--- config.mk ---
export PLATFORM = sky130hd
export DESIGN_NAME = six_axis_serial_packet_decoder
export DESIGN_NICKNAME = d
export VERILOG_FILES = /design/src/hdl/sspd_pkg.sv /design/src/hdl/sspd_collect.sv /design/src/hdl/sspd_decode.sv /design/src/hdl/six_axis_serial_packet_decoder.sv
export SDC_FILE = /design/constraint.sdc
export NUM_CORES = 1
export LEC_CHECK = 0
export BUFFER_PORTS_ARGS = -buffer_cell sky130_fd_sc_hd__clkbuf_2
export CORE_MARGIN = 4
export CORE_UTILIZATION = 39
export DETAILED_ROUTE_END_ITERATION = 7
export PLACE_DENSITY = 0.59
export SETUP_SLACK_MARGIN = 0.05
export SLEW_MARGIN = 20
export SYNTH_ARGS = -nofsm -noshare
export SYNTH_HDL_FRONTEND = slang
export SYNTH_SLANG_ARGS = --single-unit
--- constraint.sdc ---
create_clock -name clk -period 7.1 [get_ports clk]
set_clock_uncertainty 0.15 [all_clocks]
set_input_delay 1.065 -clock clk [delete_from_list [all_inputs] [get_ports clk]]
set_output_delay 1.065 -clock clk [all_outputs]
set_load 0.01 [all_outputs]
--- src/hdl/sspd_pkg.sv ---
// Shared types, constants and codes of the six-axis serial packet decoder.
package sspd_pkg;

  localparam int MAX_PACKET_BYTES_DEF = 64;
  localparam int STORE_DEPTH = 12;
  localparam int STORE_IDX_W = $clog2(STORE_DEPTH);
  localparam int COUNT_W = 7;
  localparam int BYTE_W = 7;
  localparam int AXIS_W = 10;
  localparam int NUM_AXES = 6;
  localparam int FLAG_W = 7;
  localparam int KEY_LEN = 9;
  localparam int IN_TDATA_W = 8;
  localparam int OUT_TDATA_W = 80;
  localparam int OUT_TUSER_W = 2;

  // Packet type bytes.
  localparam logic [BYTE_W-1:0] TYPE_MOTION = 7'h44;   // 'D'
  localparam logic [BYTE_W-1:0] TYPE_KEYS = 7'h4b;     // 'K'
  localparam logic [BYTE_W-1:0] TYPE_ERROR = 7'h45;    // 'E'
  localparam logic [BYTE_W-1:0] TYPE_RESET = 7'h52;    // 'R'

  localparam logic [COUNT_W-1:0] LEN_MOTION = 7'd12;
  localparam logic [COUNT_W-1:0] LEN_KEYS = 7'd5;
  localparam logic [COUNT_W-1:0] LEN_ERROR = 7'd4;
  localparam logic [COUNT_W-1:0] LEN_MIN = 7'd2;

  // Scrambling key laid over bytes 2 to 10 of a motion packet.
  localparam logic [BYTE_W-1:0] MOTION_KEY [KEY_LEN] = '{
    7'h53, 7'h70, 7'h61, 7'h63, 7'h65, 7'h57, 7'h61, 7'h72, 7'h65
  };

  typedef enum logic [1:0] {
    KIND_MOTION = 2'd0,
    KIND_KEYS   = 2'd1,
    KIND_ERROR  = 2'd2,
    KIND_RESET  = 2'd3
  } kind_t;

  typedef logic [STORE_DEPTH-1:0][BYTE_W-1:0] store_t;

  // A packet as it stands when a start byte closes it.
  typedef struct packed {
    logic                 close;
    logic [COUNT_W-1:0]   count;
    logic [BYTE_W-1:0]    check;
    store_t               bytes;
  } packet_t;

  typedef struct packed {
    logic [FLAG_W-1:0]                  error_flags;
    logic [FLAG_W-1:0]                  button_bits;
    logic [NUM_AXES-1:0][AXIS_W-1:0]    axes;   // x, y, z, rx, ry, rz from index 0
    kind_t                              kind;
  } result_t;

endpackage

--- src/hdl/sspd_collect.sv ---
// Packet collector: byte count, running check and the store of leading bytes.
module sspd_collect #(
  parameter int MAX_PACKET_BYTES = sspd_pkg::MAX_PACKET_BYTES_DEF
) (
  input  logic                           clk,
  input  logic                           rst,
  input  logic                           take,
  input  logic [sspd_pkg::IN_TDATA_W-1:0] rx_byte,
  output sspd_pkg::packet_t              packet
);

  logic [sspd_pkg::COUNT_W-1:0] count, count_next;
  logic [sspd_pkg::BYTE_W-1:0]  check, check_next;
  sspd_pkg::store_t             store;
  logic                         start;
  logic [sspd_pkg::COUNT_W-1:0] count_base;
  logic [sspd_pkg::BYTE_W-1:0]  check_base;
  logic [sspd_pkg::BYTE_W-1:0]  value;
  logic                         room;
  logic                         keep;

  assign start = ~rx_byte[7];
  assign value = rx_byte[sspd_pkg::BYTE_W-1:0];
  assign count_base = start ? '0 : count;
  assign check_base = start ? '0 : check;
  assign room = count_base < sspd_pkg::COUNT_W'(MAX_PACKET_BYTES);
  assign keep = room && (count_base < sspd_pkg::COUNT_W'(sspd_pkg::STORE_DEPTH));

  always_comb begin
    count_next = count;
    check_next = check;
    if (take) begin
      count_next = count_base;
      check_next = check_base;
      if (room) begin
        count_next = count_base + 1'b1;
        check_next = check_base ^ value;
      end
    end
  end

  always_ff @(posedge clk) begin
    if (rst) begin
      count <= '0;
      check <= '0;
    end else begin
      count <= count_next;
      check <= check_next;
    end
  end

  always_ff @(posedge clk) begin
    if (take && keep) begin
      store[count_base[sspd_pkg::STORE_IDX_W-1:0]] <= value;
    end
  end

  assign packet.close = take && start && (count != '0);
  assign packet.count = count;
  assign packet.check = check;
  assign packet.bytes = store;

endmodule

--- src/hdl/sspd_decode.sv ---
// Packet decoder and result register.
module sspd_decode (
  input  logic                clk,
  input  logic                rst,
  input  logic                out_free,
  input  sspd_pkg::packet_t   packet,
  output logic                res_valid,
  output sspd_pkg::result_t   res
);

  logic [sspd_pkg::STORE_DEPTH-1:0][sspd_pkg::BYTE_W-1:0] d;
  sspd_pkg::result_t res_next;
  logic              hit;
  logic              sound;

  always_comb begin
    d = packet.bytes;
    for (int i = 0; i < sspd_pkg::KEY_LEN; i++) begin
      d[i + 2] = packet.bytes[i + 2] ^ sspd_pkg::MOTION_KEY[i];
    end
  end

  assign sound = (packet.count >= sspd_pkg::LEN_MIN) && (packet.check == '0);

  always_comb begin
    res_next = '0;
    hit = 1'b0;
    unique case (packet.bytes[0])
      sspd_pkg::TYPE_RESET: begin
        hit = 1'b1;
        res_next.kind = sspd_pkg::KIND_RESET;
      end
      sspd_pkg::TYPE_MOTION: begin
        hit = (packet.count == sspd_pkg::LEN_MOTION);
        res_next.kind = sspd_pkg::KIND_MOTION;
        res_next.axes[0] = {d[2], d[3][6:4]};
        res_next.axes[1] = {d[3][3:0], d[4][6:1]};
        res_next.axes[2] = {d[4][0], d[5], d[4][6:5]};
        res_next.axes[3] = {d[6][4:0], d[7][6:2]};
        res_next.axes[4] = {d[7][1:0], d[8], d[7][6]};
        res_next.axes[5] = {d[9][5:0], d[10][6:3]};
        res_next.button_bits = {1'b0, packet.bytes[1][5:0]};
      end
      sspd_pkg::TYPE_KEYS: begin
        hit = (packet.count == sspd_pkg::LEN_KEYS);
        res_next.kind = sspd_pkg::KIND_KEYS;
        res_next.button_bits = packet.bytes[2];
      end
      sspd_pkg::TYPE_ERROR: begin
        hit = (packet.count == sspd_pkg::LEN_ERROR);
        res_next.kind = sspd_pkg::KIND_ERROR;
        res_next.error_flags = packet.bytes[1];
      end
      default: begin
        hit = 1'b0;
      end
    endcase
  end

  always_ff @(posedge clk) begin
    if (rst) begin
      res_valid <= 1'b0;
    end else if (out_free) begin
      res_valid <= packet.close && sound && hit;
    end
  end

  always_ff @(posedge clk) begin
    if (out_free && packet.close) begin
      res <= res_next;
    end
  end

endmodule

--- src/hdl/six_axis_serial_packet_decoder.sv ---
// Top level of the six-axis serial packet decoder.
// Throughput: one byte transfer per cycle whenever the result side is not stalled.
// A packet's result is presented in the cycle after the start byte that closes it.
// The result register frees itself on the cycle its transfer completes, so input never waits
// on an empty or draining result register.
// Reset (rst, synchronous, active high) empties the result register and clears count and check.
module six_axis_serial_packet_decoder #(
  parameter int MAX_PACKET_BYTES = sspd_pkg::MAX_PACKET_BYTES_DEF
) (
  input  logic                              clk,
  input  logic                              rst,
  input  logic                              s_tvalid,
  output logic                              s_tready,
  input  logic [sspd_pkg::IN_TDATA_W-1:0]   s_tdata,   // [7:0] rx_byte
  output logic                              m_tvalid,
  input  logic                              m_tready,
  // [9:0] axis_x, [19:10] axis_y, [29:20] axis_z, [39:30] axis_rx, [49:40] axis_ry,
  // [59:50] axis_rz, [66:60] button_bits, [73:67] error_flags, [79:74] zero
  output logic [sspd_pkg::OUT_TDATA_W-1:0]  m_tdata,
  output logic [sspd_pkg::OUT_TUSER_W-1:0]  m_tuser    // [1:0] packet_kind
);

  localparam int DATA_W = 2 * sspd_pkg::FLAG_W + sspd_pkg::NUM_AXES * sspd_pkg::AXIS_W;

  logic              out_free;
  logic              take;
  sspd_pkg::packet_t packet;
  sspd_pkg::result_t res;

  // The result register can load when it is empty or its transfer completes in this cycle.
  assign out_free = ~m_tvalid | m_tready;
  assign s_tready = out_free;
  assign take = s_tvalid & s_tready;

  // Count, running check and the first twelve bytes of the open packet.
  sspd_collect #(
    .MAX_PACKET_BYTES(MAX_PACKET_BYTES)
  ) u_collect (
    .clk    (clk),
    .rst    (rst),
    .take   (take),
    .rx_byte(s_tdata),
    .packet (packet)
  );

  // A start byte closes the packet; its decoded result is registered at the same edge.
  sspd_decode u_decode (
    .clk      (clk),
    .rst      (rst),
    .out_free (out_free),
    .packet   (packet),
    .res_valid(m_tvalid),
    .res      (res)
  );

  // The packet kind travels beside the data; the other fields keep their struct order,
  // with the axes in the lowest bits.
  assign m_tuser = res.kind;
  assign m_tdata = {{(sspd_pkg::OUT_TDATA_W - DATA_W){1'b0}},
                    res.error_flags, res.button_bits, res.axes};

  // A continuation byte never closes a packet, so the result register empties behind it.
  assert property (@(posedge clk) disable iff (rst)
    (s_tvalid && s_tready && s_tdata[7]) |=> !m_tvalid)
    else $error("result produced by a continuation byte");

  // Input is taken exactly when the result register has room.
  assert property (@(posedge clk) disable iff (rst)
    s_tready == (!m_tvalid || m_tready))
    else $error("input ready does not follow result register room");

  // A reset notice carries nothing beside its kind.
  assert property (@(posedge clk) disable iff (rst)
    (m_tvalid && m_tuser == sspd_pkg::KIND_RESET) |-> (m_tdata[73:0] == '0))
    else $error("reset notice with non-zero fields");

  // A motion result has six buttons and no error flags.
  assert property (@(posedge clk) disable iff (rst)
    (m_tvalid && m_tuser == sspd_pkg::KIND_MOTION) |->
      (m_tdata[73:66] == '0))
    else $error("motion result with stray button or error bits");

endmodule

==> results.json, run 1 <==
{
  "yosys_warnings": 0,
  "diodes": 0,
  "fmax_mhz": 345,
  "die_x_um": 131,
  "drive_gt1_share_pct": 27.5,
  "end_kind": "flop",
  "antenna_found_initial": 0,
  "ctsHoldBuffers": 0,
  "cts_buffers": 17,
  "hp-class": "flop to flop",
  "drt_drc_violations_left": 0,
  "place_ws_ns": 3.77,
  "first_iter_violations": 255,
  "ys_seq_elements": 159,
  "final-seq-area_sq_um": 4620,
  "start_util_pct": 40.1,
  "cp.required_ns": 6.99,
  "design.core.area_sq_um": 14600,
  "cts_root_buf": "clkbuf_16",
  "insertion_delay_ns": 0.42,
  "fillers": 1262,
  "p_leak_nw": 2.81,
  "dp.cells": 639,
  "synthFlopType": "edfxtp_1",
  "synthArstFlopShare_pct": 0,
  "placement_rows": 44,
  "synth_edf_count": 144,
  "vias": 3256,
  "drv_slew": 0,
  "final_cell_mix": "edfxtp_1, clkbuf_2, nor2_1, and3_1, nand2_1",
  "cts_tree": "done",
  "finalSetupViolations": 0,
  "cts.clk_slew.worst_paths_ns": 0.06,
  "max_cap_violations": 0,
  "hold_violations": 0,
  "port_buffers": 89,
  "arrival_ns": 2.79,
  "h-tree-depth": 4,
  "yosysSeqAreaShare_pct": 78.7,
  "final_common_cell": "edfxtp_1",
  "startpoint_type": "input pin",
  "die_y_um": 131,
  "die_area_sq_um": 17100,
  "ant_nets": 0,
  "power_w": 0.00200,
  "status": "finished clean",
  "hpwl_um": 7580,
  "grt_max_degree": 74,
  "powerDensity_nw_per_um2": 282,
  "syn_inst": 382,
  "grt_pass1_vias": 3234,
  "cp_max_fo": 73,
  "postSynthAreaPerCell_sq_um": 15.4,
  "synth_area_sq_um": 5880,
  "grt_pass1_wl_um": 17400,
  "cts_resized": 0,
  "dr.pass1.iters": 4,
  "fin_crit_ns": 2.90,
  "area_growth_pct": 20.6,
  "routabilityCongestion": 0.791,
  "relSlewSlack_pct": 32.2,
  "fin_nets": 490,
  "avgRoutedWirePerCell_um": 17.0,
  "stdcell_count": 671,
  "track_usage_pct": 13.9,
  "synth.distinct_cells": 42,
  "tightest_slew_ns": 1.02,
  "worst_slack_ns": 4.20,
  "vdd_ir_drop_max_mv": 0.179,
  "cts_buffer_depth": 2,
  "clock_sinks": 159,
  "multi_input_area_sq_um": 1120,
  "cts_setup_buffers": 0,
  "rsz0062_at_grt": "false",
  "overflow": 0,
  "io_pins": 96,
  "routed_via_density": 4.85,
  "routed_wl_um": 11400,
  "path_class": "input pin to flop",
  "fin_util_pct": 48.4,
  "fin_setup_tns_ns": 0,
  "layout_worst_path_cycle_share_pct": 40.8
}
==> registers in the layout, indices dropped and copies added, names as in the netlist <==
| register | count |
|---|---|
| u_collect.packet | 71 |
| u_decode.res_valid | 1 |
| u_collect.check | 7 |
| u_collect.count | 7 |
| u_decode.res | 73 |
==> per-stage QoR <==
| step | hold slack (ns) | area, sq um |
|---|---|---|
| 2_1_floorplan | 0.355 | 5900 |
| 3_3_place_gp | 0.360 | 6490 |
| 3_5_place_dp | 0.358 | 6490 |
| 4_1_cts | 0.368 | 7090 |
| 5_1_grt | 0.381 | 7090 |
| 6_report | 0.369 | 7090 |
==> layout make-up <==
cell class	count	area share, %
flip-flops and latches	159	65.2
multi-input cells	192	15.8
repair buffers	95	6.92
clock buffers	18	6.05
well taps	184	3.25
clock inverters	14	2.35
inverters	9	0.476
==> worst max-delay path: stages <==
cell      delay (ns)
clkbuf_2        0.17
or3_1           0.61
a21oi_4         0.18
buf_4           0.68
==> synth_stat cells, drive strengths merged, types with 4 or more instances <==
master  count  area share (%)
clkbuf     15            0.96
nor2       53             3.5
dfxtp      15             5.1
xnor2      10             1.5
and3       36             3.8
a22o        6            0.89
nand2b      4            0.43
nor4        8            0.85
edfxtp    144              74
ha          4            0.85
nand2      32             2.0
o21ai       4            0.34
inv         9            0.57
buf        12             1.4
==> cells by family after synthesis <==
logic type               Yosys count  synth area share (%)
buffers and inverters             36                  2.92
adder cells (fa/ha/maj)            4                 0.851
multiplexers                       1                 0.170
AO/OA/AOI/OAI                     18                  2.26
other                              1                0.0638
flip-flops                       159                  78.7
XOR/XNOR                          11                  1.64
AND/OR/NAND/NOR                  152                  13.4
==> where the power goes <==
part / switching (W) / internal [W] / total [W]
logic: 0.0000449 / 0.0000175 / 0.0000624
registers: 0.00000755 / 0.00103 / 0.00104
clock network: 0.000345 / 0.000552 / 0.000896
==> final timing paths <==
kind / from / endpoint / slack (ns) / depth (start not counted)
setup / recovery: s_tdata[7] / u_decode.res[13]$_SDFFCE_PP0P_ / 4.20 / 4
hold / removal: u_collect.packet[53]$_DFFE_PP_ / u_decode.res[34]$_SDFFCE_PP0P_ / 0.37 / 1
setup reg to reg: u_decode.res_valid$_SDFFE_PP0N_ / u_decode.res[13]$_SDFFCE_PP0P_ / 4.62 / 4
hold reg to reg: u_collect.packet[53]$_DFFE_PP_ / u_decode.res[34]$_SDFFCE_PP0P_ / 0.37 / 1
==> layer usage <==
| layer | vias up | global-route usage [%] | part of all wire (%) |
|---|---|---|---|
| met2 | 95 | 22.9 | 50 |
| li1 | 1557 | - | - |
| met1 | 1598 | 17.6 | 44 |
| met5 | - | 0 | 0 |
| met4 | 0 | 5.32 | 0.79 |
| met3 | 6 | 3.86 | 5.4 |
No activity file was read; power rests on OpenSTA's default activity.
==> run 2, diff against run 1 <==
--- a/config.mk
+++ b/config.mk
@@ -5,11 +5,12 @@
 export SDC_FILE = /design/constraint.sdc
 export NUM_CORES = 1
 export LEC_CHECK = 0
+export ABC_AREA = 1
 export BUFFER_PORTS_ARGS = -buffer_cell sky130_fd_sc_hd__clkbuf_2
 export CORE_MARGIN = 4
 export CORE_UTILIZATION = 39
 export DETAILED_ROUTE_END_ITERATION = 7
-export PLACE_DENSITY = 0.59
+export PLACE_DENSITY = 0.61
 export SETUP_SLACK_MARGIN = 0.05
 export SLEW_MARGIN = 20
 export SYNTH_ARGS = -nofsm -noshare
==> constraint.sdc (replaced) <==
create_clock -name clk -period 2.4 [get_ports clk]
set_clock_uncertainty 0.15 [all_clocks]
set_input_delay 0.36 -clock clk [delete_from_list [all_inputs] [get_ports clk]]
set_output_delay 0.36 -clock clk [all_outputs]
set_load 0.01 [all_outputs]
==> run 2 against run 1 <==
  * Global-route usage hardly changed
  * First-iteration DRC count is 25% lower
  * Via count is 8.6% higher
  * Cell count is 16% higher
  * Area after synthesis is 4.3% higher
  * Non-clock buffer count is 7 higher
  * Final area is 5.0% higher
  * Power grew to 3.0 times the previous value
  * Setup slack worse by 3.8 ns
  * Largest cell class unchanged
  * Highest routed layer unchanged
==> results.json, run 2 <==
{
  "drive_gt1_share_pct": 29.5,
  "synth.most_common_cell": "edfxtp_1",
  "routed_wl_um": 11900,
  "yosysSeqAreaShare_pct": 75.4,
  "dr.pass1.iters": 4,
  "synth_compound_area_share_pct": 2.98,
  "finalSetupViolations": 0,
  "cp.required_ns": 2.32,
  "slowest_stage": "dfxtp_2",
  "grtUsageMet3_pct": 4.00,
  "p_leak_nw": 2.90,
  "routed_via_density": 4.55,
  "yosys_warnings": 0,
  "grt_max_degree": 74,
  "die_x_um": 133,
  "startpoint_type": "flop",
  "insertion_delay_ns": 0.42,
  "ctsHoldBuffers": 0,
  "design.core.area_sq_um": 15300,
  "cts_root_buf": "clkbuf_16",
  "hold_violations": 0,
  "avgRoutedWirePerCell_um": 15.3,
  "fillers": 1371,
  "fin_crit_ns": 1.96,
  "drv_slew": 0,
  "start_util_pct": 40.0,
  "slowest_delay_ns": 0.35,
  "first_iter_violations": 192,
  "final_common_cell": "edfxtp_1",
  "io_pins": 96,
  "yosys.area_share.simple_pct": 13.9,
  "ys_top_cells_by_count": "edfxtp_1, nor2_1, inv_1",
  "crit_path_frequent_cell": "nand2_8",
  "cts_setup_buffers": 0,
  "synth_mux_area_share_pct": 0,
  "dpl_cell_area_sq_um": 6870,
  "synth_top_family_by_area": "simple AND/OR/NAND/NOR gates",
  "drt_drc_violations_left": 0,
  "power_w": 0.00601,
  "powerDensity_nw_per_um2": 808,
  "arrival_ns": 1.88,
  "synthFlopType": "edfxtp_1",
  "dp.cells": 746,
  "cts_resized": 0,
  "synth.top_cell.area_share_pct": 70.5,
  "die_y_um": 133,
  "port_buffers": 89,
  "cp_cell_sequence": "nand2_8 -> nand2_8 -> nor2_8 -> inv_6 -> a21oi_4 -> buf_12",
  "clock_sinks": 159,
  "vdd_ir_drop_max_mv": 0.521,
  "grt_pass1_wl_um": 19000,
  "cts_buffers": 17,
  "end_kind": "flop",
  "rsz0062_at_grt": "false",
  "synth_fa_ha_area_share_pct": 0.816,
  "gr-max-usage-layer": "met2",
  "stdcell_count": 778,
  "reg2regPathDepth": 6,
  "antenna_found_initial": 0,
  "synth.area.top_cells": "edfxtp_1, nor2_1, dfxtp_1",
  "diodes": 0,
  "fmax_mhz": 511,
  "vias": 3537,
  "postSynthAreaPerCell_sq_um": 13.7,
  "synth_largest_area_cell": "edfxtp_1",
  "ant_nets": 0,
  "layout_worst_path_cycle_share_pct": 81.5,
  "synth_edf_count": 144,
  "synth_area_sq_um": 6130,
  "largest_register": "u_decode.res",
  "synth.distinct_cells": 34,
  "cp_max_fo": 73,
  "cts.clk_slew.worst_paths_ns": 0.06,
  "die_area_sq_um": 17800,
  "synth-xor-area-share_pct": 0.143,
  "routabilityCongestion": 0.818,
  "fin_area_sq_um": 7440,
  "area_growth_pct": 21.4,
  "placement_rows": 45,
  "h-tree-depth": 4,
  "hpwl_um": 7980,
  "grt_pass1_vias": 3472,
  "status": "finished clean",
  "largest_register_ff_count": 73,
  "final_cell_mix": "edfxtp_1, clkbuf_2, nor2_1, inv_1, nand2_1",
  "track_usage_pct": 13.9,
  "max_cap_violations": 0,
  "fin_setup_tns_ns": 0,
  "overflow": 0,
  "path_class": "flop to flop",
  "use_met1_pct": 18.8,
  "cts_tree": "done",
  "fin_nets": 570,
  "synthArstFlopShare_pct": 0,
  "whs_path_depth": 4,
  "hp-class": "input pin to flop",
  "ys_seq_elements": 159,
  "syn_inst": 449,
  "cts_buffer_depth": 2,
  "grt_util_met2_pct": 21.4
}
-- run 2: changes by cell type after synthesis, moves of 4 or more --
cell and change:
a22o_1 -6, a22oi_2 +8, nor4_1 -7, nor2_1 +32
nor3_2 +10, inv_1 +55, clkbuf_1 -14, nor3_1 +15
nand3_1 +7, buf_2 +5, nand2b_1 -4, nand2_1 +8
xnor2_1 -10, and3_1 -36
-- run 2: critical path: cells and delay by family (launching register included) --
kind	cells	cell delay [ns]
buf+inv	2	0.47
flops	1	0.35
compound gates	1	0.16
simple gates	3	0.40
-- run 2: layout make-up --
cell class | instances | area, sq um | area share (%)
repair buffers | 102 | 568 | 7.63
clock buffers | 18 | 429 | 5.76
flip-flops and latches | 159 | 4630 | 62.1
multi-input cells | 208 | 1150 | 15.4
inverters | 66 | 268 | 3.60
clock inverters | 14 | 141 | 1.90
well taps | 211 | 264 | 3.55
-- run 2: path summary, 6_finish.rpt --
path | startpoint | slack (ns) | endpoint
max | u_decode.res_valid$_SDFFE_PP0N_ | 0.44 | u_decode.res[29]$_SDFFCE_PP0P_
max reg2reg | u_decode.res_valid$_SDFFE_PP0N_ | 0.44 | u_decode.res[29]$_SDFFCE_PP0P_
min | m_tready | 0.18 | u_decode.res_valid$_SDFFE_PP0N_
min reg2reg | u_collect.count[5]$_SDFFE_PP0P_ | 0.36 | u_collect.count[6]$_SDFFE_PP0P_
-- run 2: cell families (layout without fill, tap and decap cells) --
group | after synthesis | in the layout
buffers and inverters | 87 | 200
adder cells (fa/ha/maj) | 4 | 4
AND/OR/NAND/NOR | 174 | 174
AO/OA/AOI/OAI | 23 | 23
XOR/XNOR | 1 | 1
other | 1 | 6
flip-flops | 159 | 159
-- run 2: through the flow --
step / util (%) / setup WS (ns) / hold WS, ns
final: 48.6 / 0.445 / 0.184
after global routing: 48.6 / 0.310 / 0.186
after CTS: 48.6 / 0.447 / 0.169
after detailed placement: 44.9 / 0.222 / 0.358
after global placement: 44.9 / 0.269 / 0.354
after floorplan: - / -0.263 / 0.280
-- run 2: power by group --
part	switching (W)	internal [W]	leakage, nW
Clock	0.00105	0.00153	0.272
Sequential	0.0000331	0.00310	1.41
Combinational	0.000208	0.0000943	1.21
-- run 2: per-layer routing --
metal	share of wire, %	up-vias
met4	1.1	0
met5	0	-
met3	6.5	11
met2	47	120
li1	-	1714
met1	45	1692
==> run 3, diff against run 2 <==
==> constraint.sdc (replaced) <==
create_clock -name clk -period 1.75 [get_ports clk]
set_clock_uncertainty 0.15 [all_clocks]
set_input_delay 0.2625 -clock clk [delete_from_list [all_inputs] [get_ports clk]]
set_output_delay 0.2625 -clock clk [all_outputs]
set_load 0.01 [all_outputs]
==> run 3 against run 2 <==
  * Fmax increased by 16%
  * Register-to-register slack got worse by 0.37 ns
  * Global-route usage decreased by 0.11 points
  * Clock power increased by 57%
  * Die area unchanged
  * Sequential cell count unchanged
  * Critical path depth increased by 1
  * Highest routed layer unchanged
==> results.json, run 3 (synthesized netlist as in run 2, its figures left out) <==
{
  "startpoint_type": "flop",
  "area_growth_pct": 30.6,
  "hold_slack_ns": 0.110,
  "fillers": 1301,
  "largest_register_ff_count": 73,
  "grt_pass1_wl_um": 18700,
  "cp.depth": 7,
  "track_usage_pct": 13.8,
  "drive_gt1_share_pct": 36.9,
  "use_met1_pct": 17.8,
  "end_kind": "flop",
  "ant_nets": 0,
  "finalSetupViolations": 0,
  "routed_wl_um": 12200,
  "worst_slack_ns": 0.0700,
  "clock_sinks": 159,
  "avgRoutedWirePerCell_um": 15.2,
  "place_ws_ns": -0.0648,
  "grt_max_degree": 64,
  "cp-endpoint": "u_decode.res[50]$_SDFFCE_PP0P_",
  "diodes": 0,
  "drv_slew": 0,
  "r2r_end": "u_decode.res[50]$_SDFFCE_PP0P_",
  "die_area_sq_um": 17800,
  "stdcell_count": 804,
  "slowest_delay_ns": 0.35,
  "cp.required_ns": 1.73,
  "cp_cell_sequence": "nor2_2 -> nand3b_1 -> nor3_2 -> buf_4 -> a21oi_4 -> buf_12 -> clkbuf_16",
  "fin_util_pct": 52.3,
  "reg2regPathDepth": 7,
  "r2r_start": "u_collect.count[5]$_SDFFE_PP0P_",
  "io_pins": 96,
  "powerDensity_nw_per_um2": 1110,
  "cp_max_fo": 9,
  "h-tree-depth": 4,
  "p_leak_nw": 3.16,
  "die_y_um": 133,
  "dp.cells": 761,
  "layout_worst_path_cycle_share_pct": 96.0,
  "insertion_delay_ns": 0.42,
  "cts_root_buf": "clkbuf_16",
  "vdd_ir_drop_max_mv": 0.695,
  "largest_register": "u_decode.res",
  "grt_pass1_vias": 3587,
  "path_buf_inv": 3,
  "power_w": 0.00886,
  "overflow": 0,
  "dr.pass1.iters": 5,
  "rsz0062_at_grt": "true",
  "critPathTopFamily": "buffers and inverters",
  "routabilityCongestion": 0.839,
  "start_util_pct": 40.0,
  "grtUsageMet3_pct": 4.68,
  "port_buffers": 89,
  "ctsHoldBuffers": 0,
  "fin_nets": 596,
  "hold_violations": 0,
  "design.core.area_sq_um": 15300,
  "reg2reg_slack_ns": 0.07,
  "drt_drc_violations_left": 0,
  "gr-max-usage-layer": "met2",
  "die_x_um": 133,
  "max_cap_violations": 0,
  "cts_tree": "done",
  "arrival_ns": 1.66,
  "placement_rows": 45,
  "fin_crit_ns": 1.68,
  "hp-class": "input pin to flop",
  "path_class": "flop to flop",
  "status": "finished clean",
  "slowest_stage": "dfxtp_2",
  "cts_buffers": 17,
  "final_common_cell": "edfxtp_1",
  "crit_start": "u_collect.count[5]$_SDFFE_PP0P_",
  "cts.clk_slew.worst_paths_ns": 0.06,
  "fmax_mhz": 595,
  "antenna_found_initial": 0,
  "routed_via_density": 4.54,
  "cts_buffer_depth": 2,
  "final_cell_mix": "edfxtp_1, clkbuf_2, nor2_1, inv_1, nand2_1",
  "vias": 3647,
  "grt_util_met2_pct": 21.9,
  "hpwl_um": 7970,
  "first_iter_violations": 181
}
## run 3: layout make-up
| cell class | count | area [sq um] | share of cell area [%] |
|---|---|---|---|
| repair buffers | 128 | 926 | 11.6 |
| clock buffers | 19 | 433 | 5.40 |
| flip-flops and latches | 159 | 4630 | 57.8 |
| inverters | 66 | 255 | 3.19 |
| multi-input cells | 208 | 1280 | 16.0 |
| well taps | 211 | 264 | 3.30 |
| clock inverters | 13 | 218 | 2.72 |
## run 3: per-layer routing
metal / vias to the layer above / wire (um)
li1: 1763 / -
met1: 1770 / 5480
met2: 103 / 5980
met3: 11 / 662
met4: 0 / 123
met5: - / 0
## run 3: metrics by stage
step / area, sq um / setup TNS [ns]
floorplan: 6270 / -63.70
global placement: 7090 / -0.493
detailed placement: 7090 / -4.37
CTS: 7780 / 0
global route: 8010 / 0
finish: 8010 / 0
## run 3: report_power, final
group,leakage (nW),switching [W],internal (W),total (W)
Clock,0.313,0.00139,0.00265,0.00404
Combinational,1.43,0.000318,0.000207,0.000525
Sequential,1.42,0.0000419,0.00425,0.00429
## run 3: worst min-delay path by stage
stage	cells after the start	start	slack [ns]	end
after floorplan	1	rst	0.18	u_collect.count[1]$_SDFFE_PP0P_
final	5	m_tready	0.11	u_decode.res_valid$_SDFFE_PP0N_
after global placement	2	u_collect.count[5]$_SDFFE_PP0P_	0.35	u_collect.count[6]$_SDFFE_PP0P_
after detailed placement	1	u_collect.packet[55]$_DFFE_PP_	0.36	u_decode.res[42]$_SDFFCE_PP0P_
after global routing	1	s_tdata[6]	0.14	u_collect.packet[41]$_DFFE_PP_
after CTS	5	m_tready	0.1	u_decode.res_valid$_SDFFE_PP0N_
## run 3: timing repair
item,in CTS,in global routing
setup endpoints to repair,68,151
gates cloned,0,6
pin swaps,3,4
resized for setup,2,29
hold endpoints to repair,0,0
buffers inserted,3,2
## run 3: worst register-to-register path, stage by stage, from the launching register on
cell and delay, ns:
dfxtp_2 0.35, nor2_2 0.05, nand3b_1 0.12, nor3_2 0.06
buf_4 0.15, a21oi_4 0.16, buf_12 0.18, clkbuf_16 0.18
